### config.mk
export PLATFORM = sky130hd
export DESIGN_NAME = script_lexer_tokenizer_unit
export DESIGN_NICKNAME = d
export VERILOG_FILES = /design/src/hdl/slt_pkg.sv /design/src/hdl/slt_front.sv /design/src/hdl/slt_back.sv /design/src/hdl/slt_rsp_fifo.sv /design/src/hdl/script_lexer_tokenizer_unit.sv
export VERILOG_INCLUDE_DIRS = /design/src /design/src/hdl
export SDC_FILE = /design/constraint.sdc
export NUM_CORES = 2
export LEC_CHECK = 0
export BUFFER_PORTS_ARGS = -buffer_cell sky130_fd_sc_hd__buf_2
export CORE_MARGIN = 2
export CORE_UTILIZATION = 62
export CTS_CLUSTER_SIZE = 8
export DETAILED_ROUTE_END_ITERATION = 16
export PLACE_DENSITY = 0.8
export SYNTH_ARGS = -nofsm -noshare
export SYNTH_HDL_FRONTEND = slang
export SYNTH_SLANG_ARGS = --single-unit
### constraint.sdc
create_clock -name clock -period 7.14 [get_ports clock]
set_input_delay 1.428 -clock clock [delete_from_list [all_inputs] [get_ports clock]]
set_output_delay 1.428 -clock clock [all_outputs]
set_load 0.03 [all_outputs]
### src/hdl/assert_macros.svh
// Assertion macros shared by the script lexer RTL.
// Depends on nothing; files that check their own logic include it by name.
`ifndef ASSERT_MACROS_SVH
`define ASSERT_MACROS_SVH

`ifndef ASSERT_OFF

// property must hold at every clock edge outside reset
`define ASSERT_CLK(label, clk, rst, prop, msg) \
   label: assert property (@(posedge clk) disable iff (rst) (prop)) else $error(msg);

// expression must never be true at a clock edge outside reset
`define ASSERT_NEVER(label, clk, rst, expr, msg) \
   label: assert property (@(posedge clk) disable iff (rst) !(expr)) else $error(msg);

`else

`define ASSERT_CLK(label, clk, rst, prop, msg)
`define ASSERT_NEVER(label, clk, rst, expr, msg)

`endif

`endif

### src/hdl/slt_pkg.sv
// Types, token codes and keyword table for the script lexer.
// Used by every module of the block; depends on nothing.
package slt_pkg;

   // field widths
   localparam int LINE_COL_BITS = 16;
   localparam int OFFSET_BITS   = 24;
   localparam int LENGTH_BITS   = 16;
   localparam int VALUE_BITS    = 31;
   localparam int KIND_BITS     = 5;
   localparam int KW_BYTES      = 7;
   localparam int KW_BITS       = 8 * KW_BYTES;
   localparam int KW_COUNT      = 13;

   // longest identifier before it is split; always longer than any keyword
   localparam logic [LENGTH_BITS-1:0] IDENT_MAX_BYTES = LENGTH_BITS'(255);
   localparam logic [LENGTH_BITS-1:0] KW_PREFIX_LEN   = LENGTH_BITS'(KW_BYTES);
   localparam logic [VALUE_BITS-1:0]  NUM_MAX         = '1;

   // queue depths
   localparam int CMD_DEPTH     = 4;
   localparam int CMD_PTR_BITS  = $clog2(CMD_DEPTH);
   localparam int CMD_CNT_BITS  = $clog2(CMD_DEPTH + 1);
   localparam int RSP_DEPTH     = 4;
   localparam int RSP_PTR_BITS  = $clog2(RSP_DEPTH);
   localparam int RSP_CNT_BITS  = $clog2(RSP_DEPTH + 1);

   typedef logic [KIND_BITS-1:0]     kind_type;
   typedef logic [VALUE_BITS-1:0]    value_type;
   typedef logic [LINE_COL_BITS-1:0] linecol_type;
   typedef logic [OFFSET_BITS-1:0]   offset_type;
   typedef logic [LENGTH_BITS-1:0]   length_type;

   // token kinds
   localparam kind_type KIND_EOF      = 5'd0;
   localparam kind_type KIND_NUMBER   = 5'd1;
   localparam kind_type KIND_ASSIGN   = 5'd2;
   localparam kind_type KIND_LET      = 5'd3;
   localparam kind_type KIND_IDENT    = 5'd4;
   localparam kind_type KIND_PLUS     = 5'd5;
   localparam kind_type KIND_MINUS    = 5'd6;
   localparam kind_type KIND_STAR     = 5'd7;
   localparam kind_type KIND_COMMA    = 5'd8;
   localparam kind_type KIND_SLASH    = 5'd9;
   localparam kind_type KIND_LPAREN   = 5'd10;
   localparam kind_type KIND_RPAREN   = 5'd11;
   localparam kind_type KIND_NEWLINE  = 5'd12;
   localparam kind_type KIND_PRINTF   = 5'd13;
   localparam kind_type KIND_INPUT    = 5'd14;
   localparam kind_type KIND_STR_END  = 5'd15;
   localparam kind_type KIND_RAND     = 5'd16;
   localparam kind_type KIND_LEN      = 5'd17;
   localparam kind_type KIND_CLEAR    = 5'd18;
   localparam kind_type KIND_ABS      = 5'd19;
   localparam kind_type KIND_EXIT     = 5'd20;
   localparam kind_type KIND_SQRT     = 5'd21;
   localparam kind_type KIND_SLEEP    = 5'd22;
   localparam kind_type KIND_TYPENAME = 5'd23;
   localparam kind_type KIND_UPPER    = 5'd24;
   localparam kind_type KIND_LOWER    = 5'd25;
   localparam kind_type KIND_STR_CHAR = 5'd26;
   localparam kind_type KIND_BAD_CHAR = 5'd27;
   localparam kind_type KIND_UNTERM   = 5'd28;

   // keyword table, packed right-aligned as the prefix register holds them
   localparam logic [KW_BITS-1:0] KW_TEXT [KW_COUNT] = '{
      {32'd0, "let"},  {8'd0, "printf"}, {16'd0, "input"}, {24'd0, "rand"},
      {32'd0, "len"},  {16'd0, "clear"}, {32'd0, "abs"},   {24'd0, "exit"},
      {24'd0, "sqrt"}, {16'd0, "sleep"}, {24'd0, "type"},  {16'd0, "upper"},
      {16'd0, "lower"}
   };
   localparam length_type KW_LEN [KW_COUNT] = '{
      16'd3, 16'd6, 16'd5, 16'd4, 16'd3, 16'd5, 16'd3, 16'd4, 16'd4, 16'd5,
      16'd4, 16'd5, 16'd5
   };
   localparam kind_type KW_KIND [KW_COUNT] = '{
      KIND_LET, KIND_PRINTF, KIND_INPUT, KIND_RAND, KIND_LEN, KIND_CLEAR,
      KIND_ABS, KIND_EXIT, KIND_SQRT, KIND_SLEEP, KIND_TYPENAME, KIND_UPPER,
      KIND_LOWER
   };

   // byte classes decided by the front end
   typedef enum logic [3:0] {
      CLS_SPACE,
      CLS_HASH,
      CLS_QUOTE,
      CLS_OPER,
      CLS_NEWLINE,
      CLS_DIGIT,
      CLS_ALPHA,
      CLS_BSLASH,
      CLS_OTHER
   } cls_type;

   // scanner modes
   typedef enum logic [2:0] {
      MODE_IDLE,
      MODE_NUMBER,
      MODE_IDENT,
      MODE_COMMENT,
      MODE_STRING,
      MODE_ESCAPE
   } mode_type;

   // classified item between front and back
   typedef struct packed {
      logic [7:0] text_byte;
      logic       end_of_text;
      cls_type    cls;
      kind_type   op_kind;
      logic [7:0] esc_char;
   } cmd_type;

   // one result item
   typedef struct packed {
      kind_type    kind;
      value_type   value;
      linecol_type line;
      linecol_type column;
      offset_type  offset;
      length_type  length;
      logic        last;
   } res_type;

   // up to two results written by the back end in one cycle
   typedef struct packed {
      logic [1:0] count;
      res_type    first;
      res_type    second;
   } push_type;

   // identifier or keyword kind from the packed prefix and the byte count
   function automatic kind_type ident_kind(input logic [KW_BITS-1:0] prefix,
                                           input length_type len);
      kind_type k;
      k = KIND_IDENT;
      for (int i = 0; i < KW_COUNT; i++) begin
         if (len == KW_LEN[i] && prefix == KW_TEXT[i]) begin
            k = KW_KIND[i];
         end
      end
      return k;
   endfunction

   // result record with the last flag cleared
   function automatic res_type make_res(input kind_type kind, input value_type value,
                                        input linecol_type line, input linecol_type column,
                                        input offset_type offset, input length_type length);
      res_type r;
      r.kind   = kind;
      r.value  = value;
      r.line   = line;
      r.column = column;
      r.offset = offset;
      r.length = length;
      r.last   = 1'b0;
      return r;
   endfunction

endpackage

### src/hdl/slt_front.sv
// Front end of the script lexer: classifies each source byte and queues it.
// Depends on slt_pkg and assert_macros.svh.
`include "assert_macros.svh"

module slt_front
   import slt_pkg::*;
(
   input  logic       clock,
   input  logic       reset,
   input  logic       req_push,
   output logic       req_full,
   input  logic [7:0] req_text_byte,
   input  logic       req_end_of_text,
   output logic       cmd_valid,
   output cmd_type    cmd,
   input  logic       cmd_pop
);

   cmd_type                 cmd_mem_ff [CMD_DEPTH];
   logic [CMD_PTR_BITS-1:0] cmd_wr_ff, cmd_wr_in;
   logic [CMD_PTR_BITS-1:0] cmd_rd_ff, cmd_rd_in;
   logic [CMD_CNT_BITS-1:0] cmd_count_ff, cmd_count_in;
   logic                    cmd_write;
   logic                    cmd_read;
   cmd_type                 cmd_new;

   // byte classification
   function automatic cls_type classify(input logic [7:0] b);
      cls_type c;
      if (b == " " || b == 8'h09 || b == 8'h0D) begin
         c = CLS_SPACE;
      end else if (b == "#") begin
         c = CLS_HASH;
      end else if (b == 8'h22) begin
         c = CLS_QUOTE;
      end else if (b == 8'h0A) begin
         c = CLS_NEWLINE;
      end else if (b == "+" || b == "-" || b == "*" || b == "," || b == "/" ||
                   b == "(" || b == ")" || b == "=") begin
         c = CLS_OPER;
      end else if (b >= "0" && b <= "9") begin
         c = CLS_DIGIT;
      end else if ((b >= "a" && b <= "z") || (b >= "A" && b <= "Z") || b == "_" ||
                   b[7]) begin
         c = CLS_ALPHA;
      end else if (b == 8'h5C) begin
         c = CLS_BSLASH;
      end else begin
         c = CLS_OTHER;
      end
      return c;
   endfunction

   // token kind of a single-byte operator or newline
   function automatic kind_type oper_kind(input logic [7:0] b);
      kind_type k;
      case (b)
         "+":     k = KIND_PLUS;
         "-":     k = KIND_MINUS;
         "*":     k = KIND_STAR;
         ",":     k = KIND_COMMA;
         "/":     k = KIND_SLASH;
         "(":     k = KIND_LPAREN;
         ")":     k = KIND_RPAREN;
         "=":     k = KIND_ASSIGN;
         8'h0A:   k = KIND_NEWLINE;
         default: k = KIND_EOF;
      endcase
      return k;
   endfunction

   // decoded character after a backslash
   function automatic logic [7:0] escape_char(input logic [7:0] b);
      logic [7:0] e;
      case (b)
         "n":     e = 8'h0A;
         "t":     e = 8'h09;
         default: e = b;
      endcase
      return e;
   endfunction

   // classify on the way in
   always_comb begin
      cmd_new.text_byte   = req_text_byte;
      cmd_new.end_of_text = req_end_of_text;
      cmd_new.cls         = classify(req_text_byte);
      cmd_new.op_kind     = oper_kind(req_text_byte);
      cmd_new.esc_char    = escape_char(req_text_byte);
   end

   // queue control
   assign req_full  = (cmd_count_ff == CMD_CNT_BITS'(CMD_DEPTH));
   assign cmd_valid = (cmd_count_ff != '0);
   assign cmd_write = req_push && !req_full;
   assign cmd_read  = cmd_pop && cmd_valid;
   assign cmd       = cmd_mem_ff[cmd_rd_ff];

   always_comb begin
      cmd_wr_in    = cmd_write ? cmd_wr_ff + 1'b1 : cmd_wr_ff;
      cmd_rd_in    = cmd_read ? cmd_rd_ff + 1'b1 : cmd_rd_ff;
      cmd_count_in = cmd_count_ff + CMD_CNT_BITS'(cmd_write) - CMD_CNT_BITS'(cmd_read);
   end

   always_ff @(posedge clock) begin
      if (reset) begin
         cmd_wr_ff    <= '0;
         cmd_rd_ff    <= '0;
         cmd_count_ff <= '0;
      end else begin
         cmd_wr_ff    <= cmd_wr_in;
         cmd_rd_ff    <= cmd_rd_in;
         cmd_count_ff <= cmd_count_in;
      end
   end

   // queue storage
   always_ff @(posedge clock) begin
      if (cmd_write) begin
         cmd_mem_ff[cmd_wr_ff] <= cmd_new;
      end
   end

   `ASSERT_NEVER(a_cmd_underflow, clock, reset, cmd_pop && !cmd_valid, "back end took an item from an empty queue")

endmodule

### src/hdl/slt_back.sv
// Back end of the script lexer: the scanning state machine and position counters.
// Depends on slt_pkg and assert_macros.svh.
`include "assert_macros.svh"

module slt_back
   import slt_pkg::*;
(
   input  logic     clock,
   input  logic     reset,
   input  logic     cmd_valid,
   input  cmd_type  cmd,
   output logic     cmd_pop,
   input  logic     rsp_room,
   output push_type rsp_push
);

   mode_type          mode_ff, mode_in;
   logic              err_ff, err_in;
   linecol_type       line_ff, line_in;
   linecol_type       col_ff, col_in;
   offset_type        off_ff, off_in;
   linecol_type       tline_ff, tline_in;
   linecol_type       tcol_ff, tcol_in;
   offset_type        toff_ff, toff_in;
   length_type        cnt_ff, cnt_in;
   value_type         acc_ff, acc_in;
   logic [KW_BITS-1:0] kw_ff, kw_in;

   logic              take;
   logic              a_valid, b_valid, do_idle;
   res_type           a_res, b_res;
   logic [VALUE_BITS+3:0] acc_next;
   length_type        cnt_inc;
   value_type         byte_value;
   value_type         esc_value;

   assign take    = cmd_valid && rsp_room;
   assign cmd_pop = take;

   // shared arithmetic: times ten plus digit, saturating byte count
   assign acc_next   = {1'b0, acc_ff, 3'b000} + {3'b000, acc_ff, 1'b0} +
                       {(VALUE_BITS + 0)'(0), cmd.text_byte[3:0]};
   assign cnt_inc    = (cnt_ff == '1) ? cnt_ff : cnt_ff + 1'b1;
   assign byte_value = {(VALUE_BITS - 8)'(0), cmd.text_byte};
   assign esc_value  = {(VALUE_BITS - 8)'(0), cmd.esc_char};

   // next state and results
   always_comb begin
      mode_in  = mode_ff;
      err_in   = err_ff;
      line_in  = line_ff;
      col_in   = col_ff;
      off_in   = off_ff;
      tline_in = tline_ff;
      tcol_in  = tcol_ff;
      toff_in  = toff_ff;
      cnt_in   = cnt_ff;
      acc_in   = acc_ff;
      kw_in    = kw_ff;
      a_valid  = 1'b0;
      b_valid  = 1'b0;
      do_idle  = 1'b0;
      a_res    = make_res(KIND_IDENT, '0, tline_ff, tcol_ff, toff_ff, cnt_ff);
      b_res    = make_res(KIND_EOF, '0, line_ff, col_ff, off_ff, '0);

      if (cmd.end_of_text) begin
         // flush the pending token, then EOF at the current position
         case (mode_ff)
            MODE_NUMBER: begin
               a_valid = 1'b1;
               a_res   = make_res(KIND_NUMBER, acc_ff, tline_ff, tcol_ff, toff_ff, cnt_ff);
            end
            MODE_IDENT: begin
               a_valid = 1'b1;
               a_res   = make_res(ident_kind(kw_ff, cnt_ff), '0, tline_ff, tcol_ff,
                                  toff_ff, cnt_ff);
            end
            MODE_STRING, MODE_ESCAPE: begin
               a_valid = 1'b1;
               a_res   = make_res(KIND_UNTERM, '0, line_ff, col_ff, off_ff, '0);
            end
            default: begin
               a_valid = 1'b0;
            end
         endcase
         b_valid  = 1'b1;
         mode_in  = MODE_IDLE;
         err_in   = 1'b0;
         line_in  = LINE_COL_BITS'(1);
         col_in   = LINE_COL_BITS'(1);
         off_in   = '0;
         tline_in = LINE_COL_BITS'(1);
         tcol_in  = LINE_COL_BITS'(1);
         toff_in  = '0;
         cnt_in   = '0;
         acc_in   = '0;
         kw_in    = '0;
      end else begin
         if (!err_ff) begin
            case (mode_ff)
               MODE_NUMBER: begin
                  if (cmd.cls == CLS_DIGIT) begin
                     acc_in = (acc_next > {4'b0000, NUM_MAX}) ? NUM_MAX
                                                               : acc_next[VALUE_BITS-1:0];
                     cnt_in = cnt_inc;
                  end else begin
                     a_valid = 1'b1;
                     a_res   = make_res(KIND_NUMBER, acc_ff, tline_ff, tcol_ff, toff_ff,
                                        cnt_ff);
                     do_idle = 1'b1;
                  end
               end
               MODE_IDENT: begin
                  if (cmd.cls == CLS_ALPHA || cmd.cls == CLS_DIGIT) begin
                     if (cnt_ff < KW_PREFIX_LEN) begin
                        kw_in = {kw_ff[KW_BITS-9:0], cmd.text_byte};
                     end
                     cnt_in = cnt_inc;
                     // split a long run; it is longer than any keyword
                     if (cnt_inc >= IDENT_MAX_BYTES) begin
                        a_valid = 1'b1;
                        a_res   = make_res(KIND_IDENT, '0, tline_ff, tcol_ff, toff_ff,
                                           cnt_inc);
                        mode_in = MODE_IDLE;
                     end
                  end else begin
                     a_valid = 1'b1;
                     a_res   = make_res(ident_kind(kw_ff, cnt_ff), '0, tline_ff, tcol_ff,
                                        toff_ff, cnt_ff);
                     do_idle = 1'b1;
                  end
               end
               MODE_COMMENT: begin
                  if (cmd.cls == CLS_NEWLINE) begin
                     b_valid = 1'b1;
                     b_res   = make_res(KIND_NEWLINE, '0, line_ff, col_ff, off_ff,
                                        LENGTH_BITS'(1));
                     mode_in = MODE_IDLE;
                  end
               end
               MODE_STRING: begin
                  if (cmd.cls == CLS_QUOTE) begin
                     a_valid = 1'b1;
                     a_res   = make_res(KIND_STR_END, '0, tline_ff, tcol_ff, toff_ff,
                                        cnt_ff);
                     mode_in = MODE_IDLE;
                  end else if (cmd.cls == CLS_BSLASH) begin
                     mode_in = MODE_ESCAPE;
                  end else begin
                     b_valid = 1'b1;
                     b_res   = make_res(KIND_STR_CHAR, byte_value, line_ff, col_ff, off_ff,
                                        LENGTH_BITS'(1));
                     cnt_in  = cnt_inc;
                  end
               end
               MODE_ESCAPE: begin
                  b_valid = 1'b1;
                  b_res   = make_res(KIND_STR_CHAR, esc_value, line_ff, col_ff, off_ff,
                                     LENGTH_BITS'(2));
                  cnt_in  = cnt_inc;
                  mode_in = MODE_STRING;
               end
               default: begin
                  do_idle = 1'b1;
               end
            endcase

            // byte seen between tokens
            if (do_idle) begin
               mode_in = MODE_IDLE;
               case (cmd.cls)
                  CLS_SPACE: begin
                     mode_in = MODE_IDLE;
                  end
                  CLS_HASH: begin
                     mode_in = MODE_COMMENT;
                  end
                  CLS_QUOTE: begin
                     tline_in = line_ff;
                     tcol_in  = col_ff;
                     toff_in  = off_ff;
                     cnt_in   = '0;
                     acc_in   = '0;
                     kw_in    = '0;
                     mode_in  = MODE_STRING;
                  end
                  CLS_OPER, CLS_NEWLINE: begin
                     b_valid = 1'b1;
                     b_res   = make_res(cmd.op_kind, '0, line_ff, col_ff, off_ff,
                                        LENGTH_BITS'(1));
                  end
                  CLS_DIGIT: begin
                     tline_in = line_ff;
                     tcol_in  = col_ff;
                     toff_in  = off_ff;
                     cnt_in   = LENGTH_BITS'(1);
                     acc_in   = {(VALUE_BITS - 4)'(0), cmd.text_byte[3:0]};
                     kw_in    = '0;
                     mode_in  = MODE_NUMBER;
                  end
                  CLS_ALPHA: begin
                     tline_in = line_ff;
                     tcol_in  = col_ff;
                     toff_in  = off_ff;
                     cnt_in   = LENGTH_BITS'(1);
                     acc_in   = '0;
                     kw_in    = {(KW_BITS - 8)'(0), cmd.text_byte};
                     mode_in  = MODE_IDENT;
                  end
                  default: begin
                     b_valid = 1'b1;
                     b_res   = make_res(KIND_BAD_CHAR, byte_value, line_ff, col_ff, off_ff,
                                        LENGTH_BITS'(1));
                     err_in  = 1'b1;
                  end
               endcase
            end
         end

         // position advances even while stopped on an error
         if (cmd.cls == CLS_NEWLINE) begin
            line_in = (line_ff == '1) ? line_ff : line_ff + 1'b1;
            col_in  = LINE_COL_BITS'(1);
         end else begin
            col_in  = (col_ff == '1) ? col_ff : col_ff + 1'b1;
         end
         off_in = off_ff + 1'b1;
      end
   end

   // pack results in order, last flag on the final one
   always_comb begin
      rsp_push.first  = a_res;
      rsp_push.second = b_res;
      rsp_push.count  = 2'd0;
      if (take) begin
         if (a_valid && b_valid) begin
            rsp_push.count       = 2'd2;
            rsp_push.second.last = 1'b1;
         end else if (a_valid) begin
            rsp_push.count      = 2'd1;
            rsp_push.first.last = 1'b1;
         end else if (b_valid) begin
            rsp_push.count      = 2'd1;
            rsp_push.first      = b_res;
            rsp_push.first.last = 1'b1;
         end
      end
   end

   // state register
   always_ff @(posedge clock) begin
      if (reset) begin
         mode_ff  <= MODE_IDLE;
         err_ff   <= 1'b0;
         line_ff  <= LINE_COL_BITS'(1);
         col_ff   <= LINE_COL_BITS'(1);
         off_ff   <= '0;
         tline_ff <= LINE_COL_BITS'(1);
         tcol_ff  <= LINE_COL_BITS'(1);
         toff_ff  <= '0;
         cnt_ff   <= '0;
         acc_ff   <= '0;
         kw_ff    <= '0;
      end else if (take) begin
         mode_ff  <= mode_in;
         err_ff   <= err_in;
         line_ff  <= line_in;
         col_ff   <= col_in;
         off_ff   <= off_in;
         tline_ff <= tline_in;
         tcol_ff  <= tcol_in;
         toff_ff  <= toff_in;
         cnt_ff   <= cnt_in;
         acc_ff   <= acc_in;
         kw_ff    <= kw_in;
      end
   end

   `ASSERT_CLK(a_eof_clears, clock, reset, (take && cmd.end_of_text) |=> (mode_ff == MODE_IDLE && !err_ff && off_ff == '0), "end of text did not return the scanner to its reset state")
   `ASSERT_CLK(a_last_order, clock, reset, (rsp_push.count == 2'd2) |-> (!rsp_push.first.last && rsp_push.second.last), "two results written with the last flag misplaced")

endmodule

### src/hdl/slt_rsp_fifo.sv
// Result queue of the script lexer: two writes and one read per cycle.
// Depends on slt_pkg and assert_macros.svh.
`include "assert_macros.svh"

module slt_rsp_fifo
   import slt_pkg::*;
(
   input  logic     clock,
   input  logic     reset,
   input  push_type rsp_push,
   output logic     rsp_room,
   output logic     rsp_empty,
   input  logic     rsp_pop,
   output res_type  rsp_head
);

   res_type                 rsp_mem_ff [RSP_DEPTH];
   logic [RSP_PTR_BITS-1:0] rsp_wr_ff, rsp_wr_in;
   logic [RSP_PTR_BITS-1:0] rsp_rd_ff, rsp_rd_in;
   logic [RSP_CNT_BITS-1:0] rsp_count_ff, rsp_count_in;
   logic [RSP_PTR_BITS-1:0] rsp_wr_next;
   logic                    rsp_read;

   // room for a byte that gives two results
   assign rsp_room    = (rsp_count_ff <= RSP_CNT_BITS'(RSP_DEPTH - 2));
   assign rsp_empty   = (rsp_count_ff == '0);
   assign rsp_read    = rsp_pop && !rsp_empty;
   assign rsp_head    = rsp_mem_ff[rsp_rd_ff];
   assign rsp_wr_next = rsp_wr_ff + 1'b1;

   always_comb begin
      rsp_wr_in    = rsp_wr_ff + RSP_PTR_BITS'(rsp_push.count);
      rsp_rd_in    = rsp_read ? rsp_rd_ff + 1'b1 : rsp_rd_ff;
      rsp_count_in = rsp_count_ff + RSP_CNT_BITS'(rsp_push.count) -
                     RSP_CNT_BITS'(rsp_read);
   end

   always_ff @(posedge clock) begin
      if (reset) begin
         rsp_wr_ff    <= '0;
         rsp_rd_ff    <= '0;
         rsp_count_ff <= '0;
      end else begin
         rsp_wr_ff    <= rsp_wr_in;
         rsp_rd_ff    <= rsp_rd_in;
         rsp_count_ff <= rsp_count_in;
      end
   end

   // storage, written in result order
   always_ff @(posedge clock) begin
      if (rsp_push.count != 2'd0) begin
         rsp_mem_ff[rsp_wr_ff] <= rsp_push.first;
      end
      if (rsp_push.count == 2'd2) begin
         rsp_mem_ff[rsp_wr_next] <= rsp_push.second;
      end
   end

   `ASSERT_NEVER(a_rsp_overflow, clock, reset, rsp_push.count != 2'd0 && !rsp_room, "results written without room in the queue")

endmodule

### src/hdl/script_lexer_tokenizer_unit.sv
// Script lexer: one source byte per cycle goes in, classified and queued by the front end,
// scanned by the back end, and the resulting tokens leave through a four-entry result queue.
// A byte is taken every cycle while req_full is low; the scanning state machine handles
// one byte per cycle and writes up to two results at once, so throughput is one byte per
// cycle as long as results are popped at least as fast as they are made, one per cycle.
// The scanner waits whenever the result queue has fewer than two free entries.
// The results of a byte reach the result queue through the input queue, then the scanner.
// A byte that ends a pending number or identifier and is itself an operator, newline or bad
// character gives two results, as does an end of text that flushes a token or an open string;
// the second is flagged last_of_run. No clearing pass is needed after reset.
// Depends on slt_pkg, slt_front, slt_back and slt_rsp_fifo.
module script_lexer_tokenizer_unit
   import slt_pkg::*;
(
   input  logic                     clock,
   input  logic                     reset,
   input  logic                     req_push,
   output logic                     req_full,
   input  logic [7:0]               req_text_byte,
   input  logic                     req_end_of_text,
   output logic                     rsp_empty,
   input  logic                     rsp_pop,
   output logic [KIND_BITS-1:0]     rsp_token_kind,
   output logic [VALUE_BITS-1:0]    rsp_token_value,
   output logic [LINE_COL_BITS-1:0] rsp_start_line,
   output logic [LINE_COL_BITS-1:0] rsp_start_column,
   output logic [OFFSET_BITS-1:0]   rsp_start_offset,
   output logic [LENGTH_BITS-1:0]   rsp_token_length,
   output logic                     rsp_last_of_run
);

   logic     cmd_valid;
   cmd_type  cmd;
   logic     cmd_pop;
   logic     rsp_room;
   push_type rsp_push;
   res_type  rsp_head;

   // classify and queue
   slt_front u_front (
      .clock           (clock),
      .reset           (reset),
      .req_push        (req_push),
      .req_full        (req_full),
      .req_text_byte   (req_text_byte),
      .req_end_of_text (req_end_of_text),
      .cmd_valid       (cmd_valid),
      .cmd             (cmd),
      .cmd_pop         (cmd_pop)
   );

   // scanning state machine
   slt_back u_back (
      .clock     (clock),
      .reset     (reset),
      .cmd_valid (cmd_valid),
      .cmd       (cmd),
      .cmd_pop   (cmd_pop),
      .rsp_room  (rsp_room),
      .rsp_push  (rsp_push)
   );

   // result queue
   slt_rsp_fifo u_rsp_fifo (
      .clock     (clock),
      .reset     (reset),
      .rsp_push  (rsp_push),
      .rsp_room  (rsp_room),
      .rsp_empty (rsp_empty),
      .rsp_pop   (rsp_pop),
      .rsp_head  (rsp_head)
   );

   // result fields
   assign rsp_token_kind   = rsp_head.kind;
   assign rsp_token_value  = rsp_head.value;
   assign rsp_start_line   = rsp_head.line;
   assign rsp_start_column = rsp_head.column;
   assign rsp_start_offset = rsp_head.offset;
   assign rsp_token_length = rsp_head.length;
   assign rsp_last_of_run  = rsp_head.last;

endmodule

## Word-level counts from Yosys, hierarchy flattened

Memory sizes are Yosys's and may differ from the RTL's. A register that Yosys moved wholly into a read port is not among the register bits.
Cells that the tools add are included.
W data, S select, Z words.

| storage, ports and cells | value |
|---|---|
| output and inout port bits | 111 |
| bits in registers | 233 |
| memories kept | 2 |
| memory bits (writable) | 536 |
| bits of input ports | 13 |

| cells by class | value |
|---|---|
| $lt $le $gt $ge | 10 |
| reductions and logical operators | 59 |
| $add $sub $neg | 15 |
| eq/ne operators | 59 |
| muxes and demuxes | 135 |

Memories:

| memory | words | bits a word | rd ports | clocked after Yosys merged registers in | wr ports | line | source |
|---|---|---|---|---|---|---|---|
| u_rsp_fifo.rsp_mem_ff | 4 | 109 | 1 | 1 | 2 | slt_rsp_fifo.sv:17 | `res_type rsp_mem_ff [RSP_DEPTH];` |
| u_front.cmd_mem_ff | 4 | 25 | 1 | 1 | 1 | slt_front.sv:19 | `cmd_type cmd_mem_ff [CMD_DEPTH];` |

Operator list:

| operator | number |
|---|---|
| $mux W109 | 9 |
| $pmux W109 S3 | 3 |
| $mux W16 | 22 |
| $mux W56 | 6 |
| $mux W108 | 3 |
| $eq A56 B39 Y1 const B | 5 |
| $eq A56 B31 Y1 const B | 4 |
| $pmux W109 S2 | 1 |
| $mux W31 | 6 |
| $eq A56 B23 Y1 const B | 3 |
| $mux W24 | 5 |
| $pmux W56 S2 | 1 |
| $mux W111 | 1 |
| $mux W110 | 1 |
| $mux W107 | 1 |
| $eq A8 B6 Y1 const B | 11 |
| $pmux W16 S4 | 1 |
| $pmux W31 S2 | 1 |
| $eq A56 B47 Y1 const B | 1 |
| $mux W5 | 10 |
| $add A16 B1 Y16 const B | 3 |
| $eq A16 B16 Y1 const B | 3 |
| $eq A16 B3 Y1 const B | 3 |
| $mux W4 | 10 |
| 56 further kinds | 164 |

## Logic depth before layout (Yosys ltp)

| depth | value |
|---|---|
| depth after elaboration | 26 |
| depth in mapped cells | 20 |

## Cells and area by module

From an unflattened synthesis, not the netlist that was laid out.

| second synthesis, totals | value |
|---|---|
| cell total of the unflattened synthesis | 3,258 |
| area total of the unflattened synthesis | 40,533.9 µm² |

Modules (own cells, without submodules):

| module | instances | cells each | area an instance (µm²) | seq. area each (µm²) |
|---|---|---|---|---|
| slt_rsp_fifo | 1 | 1,103 | 21,485.6 | 13,272.7 |
| slt_back | 1 | 1,898 | 14,527.7 | 4,384.2 |
| slt_front | 1 | 257 | 4,520.6 | 3,183.1 |

## Least setup slack after synthesis

OpenSTA, ideal clock, no wires.

| path | value |
|---|---|
| kind | flip-flop to flip-flop |
| from | reg u_back.cnt_ff[0] |
| to | mem u_rsp_fifo.rsp_mem_ff[2][0] (netlist bit) (enable) |
| cell stages (with the launch flop) | 19 |
| setup slack | 1.589 ns |
| library setup time | 0.426 ns |
| arrival | 5.125 ns |
| cells stage by stage | dfxtp_1 > ha_1 > clkbuf_1 > nand3_1 > nor2_1 > a21oi_1 > a2bb2oi_1 > or4_1 > clkbuf_1 > nand3_1 > nand3_1 > ha_1 > or2_2 > nor2_1 > and2_1 > nor2_1 > clkbuf_1 > clkbuf_1 > inv_1 |

RTL lines:

| item | line | source |
|---|---|---|
| start: declaration | slt_back.sv:25 | `length_type cnt_ff, cnt_in;` |
| start signal: assignment | slt_back.sv:274 | `cnt_ff <= cnt_in;` |
| end: declaration | slt_rsp_fifo.sv:17 |  |

==> flow_summary.toml <==
[synth]
ys_warn_count = 0
syn_area_per_cell_sq_um = 11.7
synth_area_sq_um = 36700
yosys.area.top_type = "edfxtp_1"
synth_ff_type = "edfxtp_1"
yosysUniqueCellTypes = 87
yosysSeqAreaShare_pct = 52.7
synth_async_sr_flop_share_pct = 0
synth_top_area_share_pct = 31.7
syn-num-nets = 3233
yosys-top-cells-area = "edfxtp_1 (32%), dfxtp_1 (21%), mux4_2 (8.3%)"
synth_edf_count = 388
ys_ff_latch = 773
synthCells = 3137

[pwr]
power_mw = 14.8
sequentialPowerShare_pct = 37.7
pwr_density_cell_nw_per_um2 = 363
clockPowerShare_pct = 31.6
vdd_drop_max_mv = 0.287
power_frac_comb_pct = 30.7
internal_power_mw = 9.33
switching_share_pct = 36.9
leakagePower_nw = 14.4
p_switching_mw = 5.45

[sta]
post-route-period-util_pct = 82.9
timing.fmax_ghz = 0.169
worstMarginPinSlew_ns = 1.29
skew_ns = 0.0476
finalSetupTns_ns = 0
finalHoldViolations = 0
slew_headroom_pct = 13.8
setup_viol = 0
rsz0062_at_grt = "no"
whs_ns = 0.453
min_period_ns = 5.92
setup_slack_ns = 1.22
final_max_slew_viol_count = 0

[clock_network]
max-clock-path-buffers = 3
clkSinkCount = 773
root_buffer = "clkbuf_16"
cts_resized = 0
cts_tree = "built"
h-tree-depth = 3
clkSlewWorstSetupHoldPaths_ns = 0.05
cts_made_buffers = 106
post_cts_buffers = 0
hold_buffers = 0
clkLatencyLatePin_ns = 0.68

[cells_and_area]
n_fill_cell = 4062
num_antenna_cells = 0
final_common_cell = "edfxtp_1"
syn2layout_area_growth_pct = 11.0
layout_common_cells = "edfxtp_1 (388), dfxtp_1 (382), a22o_1 (305)"
drive_gt1_share_pct = 14.7
nets = 3251

[route]
via_per_inst = 6.90
wirelength_um = 102000
wire_per_inst_um = 25.3
drc = 0
drt-initial-drc-count = 2988
dr.pass1.iters = 6
vias = 27628
ant_nets = 0

[grt]
grt_pass1_wl_um = 158000
grt.overflow.total = 0
grt_usage_pct = 33.1
grt_max_degree = 101
grt_pass1_vias = 27521
antenna_found_initial = 1

[setup_path]
cp_max_fo = 34
critPathBufInv = 1
critPathSlowestCell = "o21ai_4"
critPathTopFamily = "simple AND/OR/NAND/NOR gates"
crit_required_ns = 7.64
crit_top_cell = "nand3_1"
worstPathArrival_ns = 6.41
max_stage_delay_ns = 1.04
crit_chain = "ha_1 > nand3_1 > nor2_1 > a21oi_1 > a2bb2oi_1 > or4_1 > nand3_1 > nand3_1 > ha_1 > o21ai_0 > or2_2 > o21ai_4 > buf_4 > a22o_1"
worstSetupPathType = "reg2reg"
crit_path_start_kind = "flop"
cp-end-kind = "flop"

[flow_run]
drv_cap = 0

[die]
io_pins = 124
die_y_um = 247
core_area_sq_um = 58800
start_util_pct = 62.5
fp-row-count = 89
die_w_um = 247
die-area_sq_um = 61200

[place]
pre_cts_ws_ns = 1.42
port_buffers = 123
routabilityCongestion = 0.929
hpwl_um = 63200

[status]
outcome = "complete, no violations"

[min_path]
hold_path.class = "reg2reg"
## worst register-to-register path, stage by stage, from the launching register on
cell	delay [ns]
dfxtp_1	0.44
ha_1	0.36
nand3_1	0.19
nor2_1	0.44
a21oi_1	0.23
a2bb2oi_1	0.20
or4_1	0.68
nand3_1	0.13
nand3_1	0.12
ha_1	0.38
o21ai_0	0.22
or2_2	0.59
o21ai_4	1.05
buf_4	0.49
a22o_1	0.22
## cells by family (layout without fill, tap and decap cells)
| group | after synthesis | count (layout) | synth area share [%] |
|---|---|---|---|
| fa+ha+maj | 83 | 83 | 2.91 |
| compound gates | 833 | 833 | 17.0 |
| buf+inv | 299 | 395 | 3.65 |
| xor+xnor | 101 | 101 | 2.43 |
| mux | 199 | 199 | 10.0 |
| flops | 773 | 773 | 52.7 |
| simple gates | 849 | 849 | 11.2 |
## routing by layer
| metal | vias up | track usage [%] | routed length, um |
|---|---|---|---|
| met3 | 215 | 5.31 | 8850 |
| met2 | 1493 | 55.8 | 50000 |
| met4 | 2 | 12.7 | 3130 |
| met1 | 13760 | 43.3 | 39600 |
| li1 | 12158 | - | - |
| met5 | - | 0 | 11 |
## path summary, 6_finish.rpt
path                                                                 from                                   endpoint  slack [ns]  depth (start not counted)
worst max-delay path                        u_back.cnt_ff[0]$_SDFFE_PP0P_     u_rsp_fifo.rsp_mem_ff[2][72]$_DFFE_PP_        1.22                         14
worst min-delay path            u_rsp_fifo.rsp_mem_ff[3][15]$_SDFFE_PP0P_  u_rsp_fifo.rsp_mem_ff[3][15]$_SDFFE_PP0P_        0.45                          2
worst min register to register  u_rsp_fifo.rsp_mem_ff[3][15]$_SDFFE_PP0P_  u_rsp_fifo.rsp_mem_ff[3][15]$_SDFFE_PP0P_        0.45                          2
worst max register to register              u_back.cnt_ff[0]$_SDFFE_PP0P_     u_rsp_fifo.rsp_mem_ff[2][72]$_DFFE_PP_        1.22                         14
## state kept, by name, indices dropped and copies added (netlist names), named ones only
name	cells
u_back.err_ff	1
u_back.tcol_ff	16
u_back.col_ff	16
u_rsp_fifo.rsp_wr_ff	2
u_back.acc_ff	31
u_rsp_fifo.rsp_count_ff	3
u_back.kw_ff	56
u_back.mode_ff	3
u_front.cmd_count_ff	3
u_front.cmd_rd_ff	2
u_rsp_fifo.rsp_mem_ff	436
u_back.tline_ff	16
u_rsp_fifo.rsp_rd_ff	2
u_front.cmd_wr_ff	2
u_back.line_ff	16
u_back.off_ff	24
u_back.cnt_ff	16
u_back.toff_ff	24
u_front.cmd_mem_ff	100
## power groups by stage
stage / logic [mW] / clock network [mW] / registers, mW
2_1_floorplan: 3.12 / 0 / 5.46
3_3_place_gp: 4.42 / 0 / 5.60
3_5_place_dp: 4.46 / 0 / 5.65
4_1_cts: 4.50 / 4.71 / 5.57
5_1_grt: 4.78 / 4.90 / 5.62
6_report: 4.54 / 4.68 / 5.57
## per-stage QoR
step / area (sq um) / instances / utilization, %
final: 40800 / 4006 / 69.3
after global routing: 40800 / 4006 / 69.3
after CTS: 40800 / 4006 / 69.3
after detailed placement: 37700 / 3820 / 64.1
after global placement: 37700 / 3820 / 64.1
after floorplan: 36700 / 3137 / -
## synthesized netlist by cell type, drive strengths merged (14+ instances only)
cell type	n
nor3	43
o2bb2ai	14
a22o	305
and2	20
xnor2	45
nand3	66
nand4	37
nand2b	27
mux2i	59
a21oi	125
xor2	56
and3	30
mux4	135
o21ai	151
o22ai	24
dfxtp	385
a32o	92
edfxtp	388
ha	79
nor2b	34
and4	16
or3	28
nand2	252
buf	94
nor2	231
inv	40
clkbuf	164
a21o	16
nor4	18
## layout make-up
type / instances / area [sq um] / area share, %
clock buffers: 179 / 2940 / 7.20
clock inverters: 7 / 148 / 0.362
inverters: 41 / 159 / 0.390
multi-input cells: 2065 / 16200 / 39.7
flip-flops and latches: 773 / 19400 / 47.5
well taps: 773 / 967 / 2.37
repair buffers: 168 / 1020 / 2.49
Note: power is estimated with default switching activity, not from simulation.
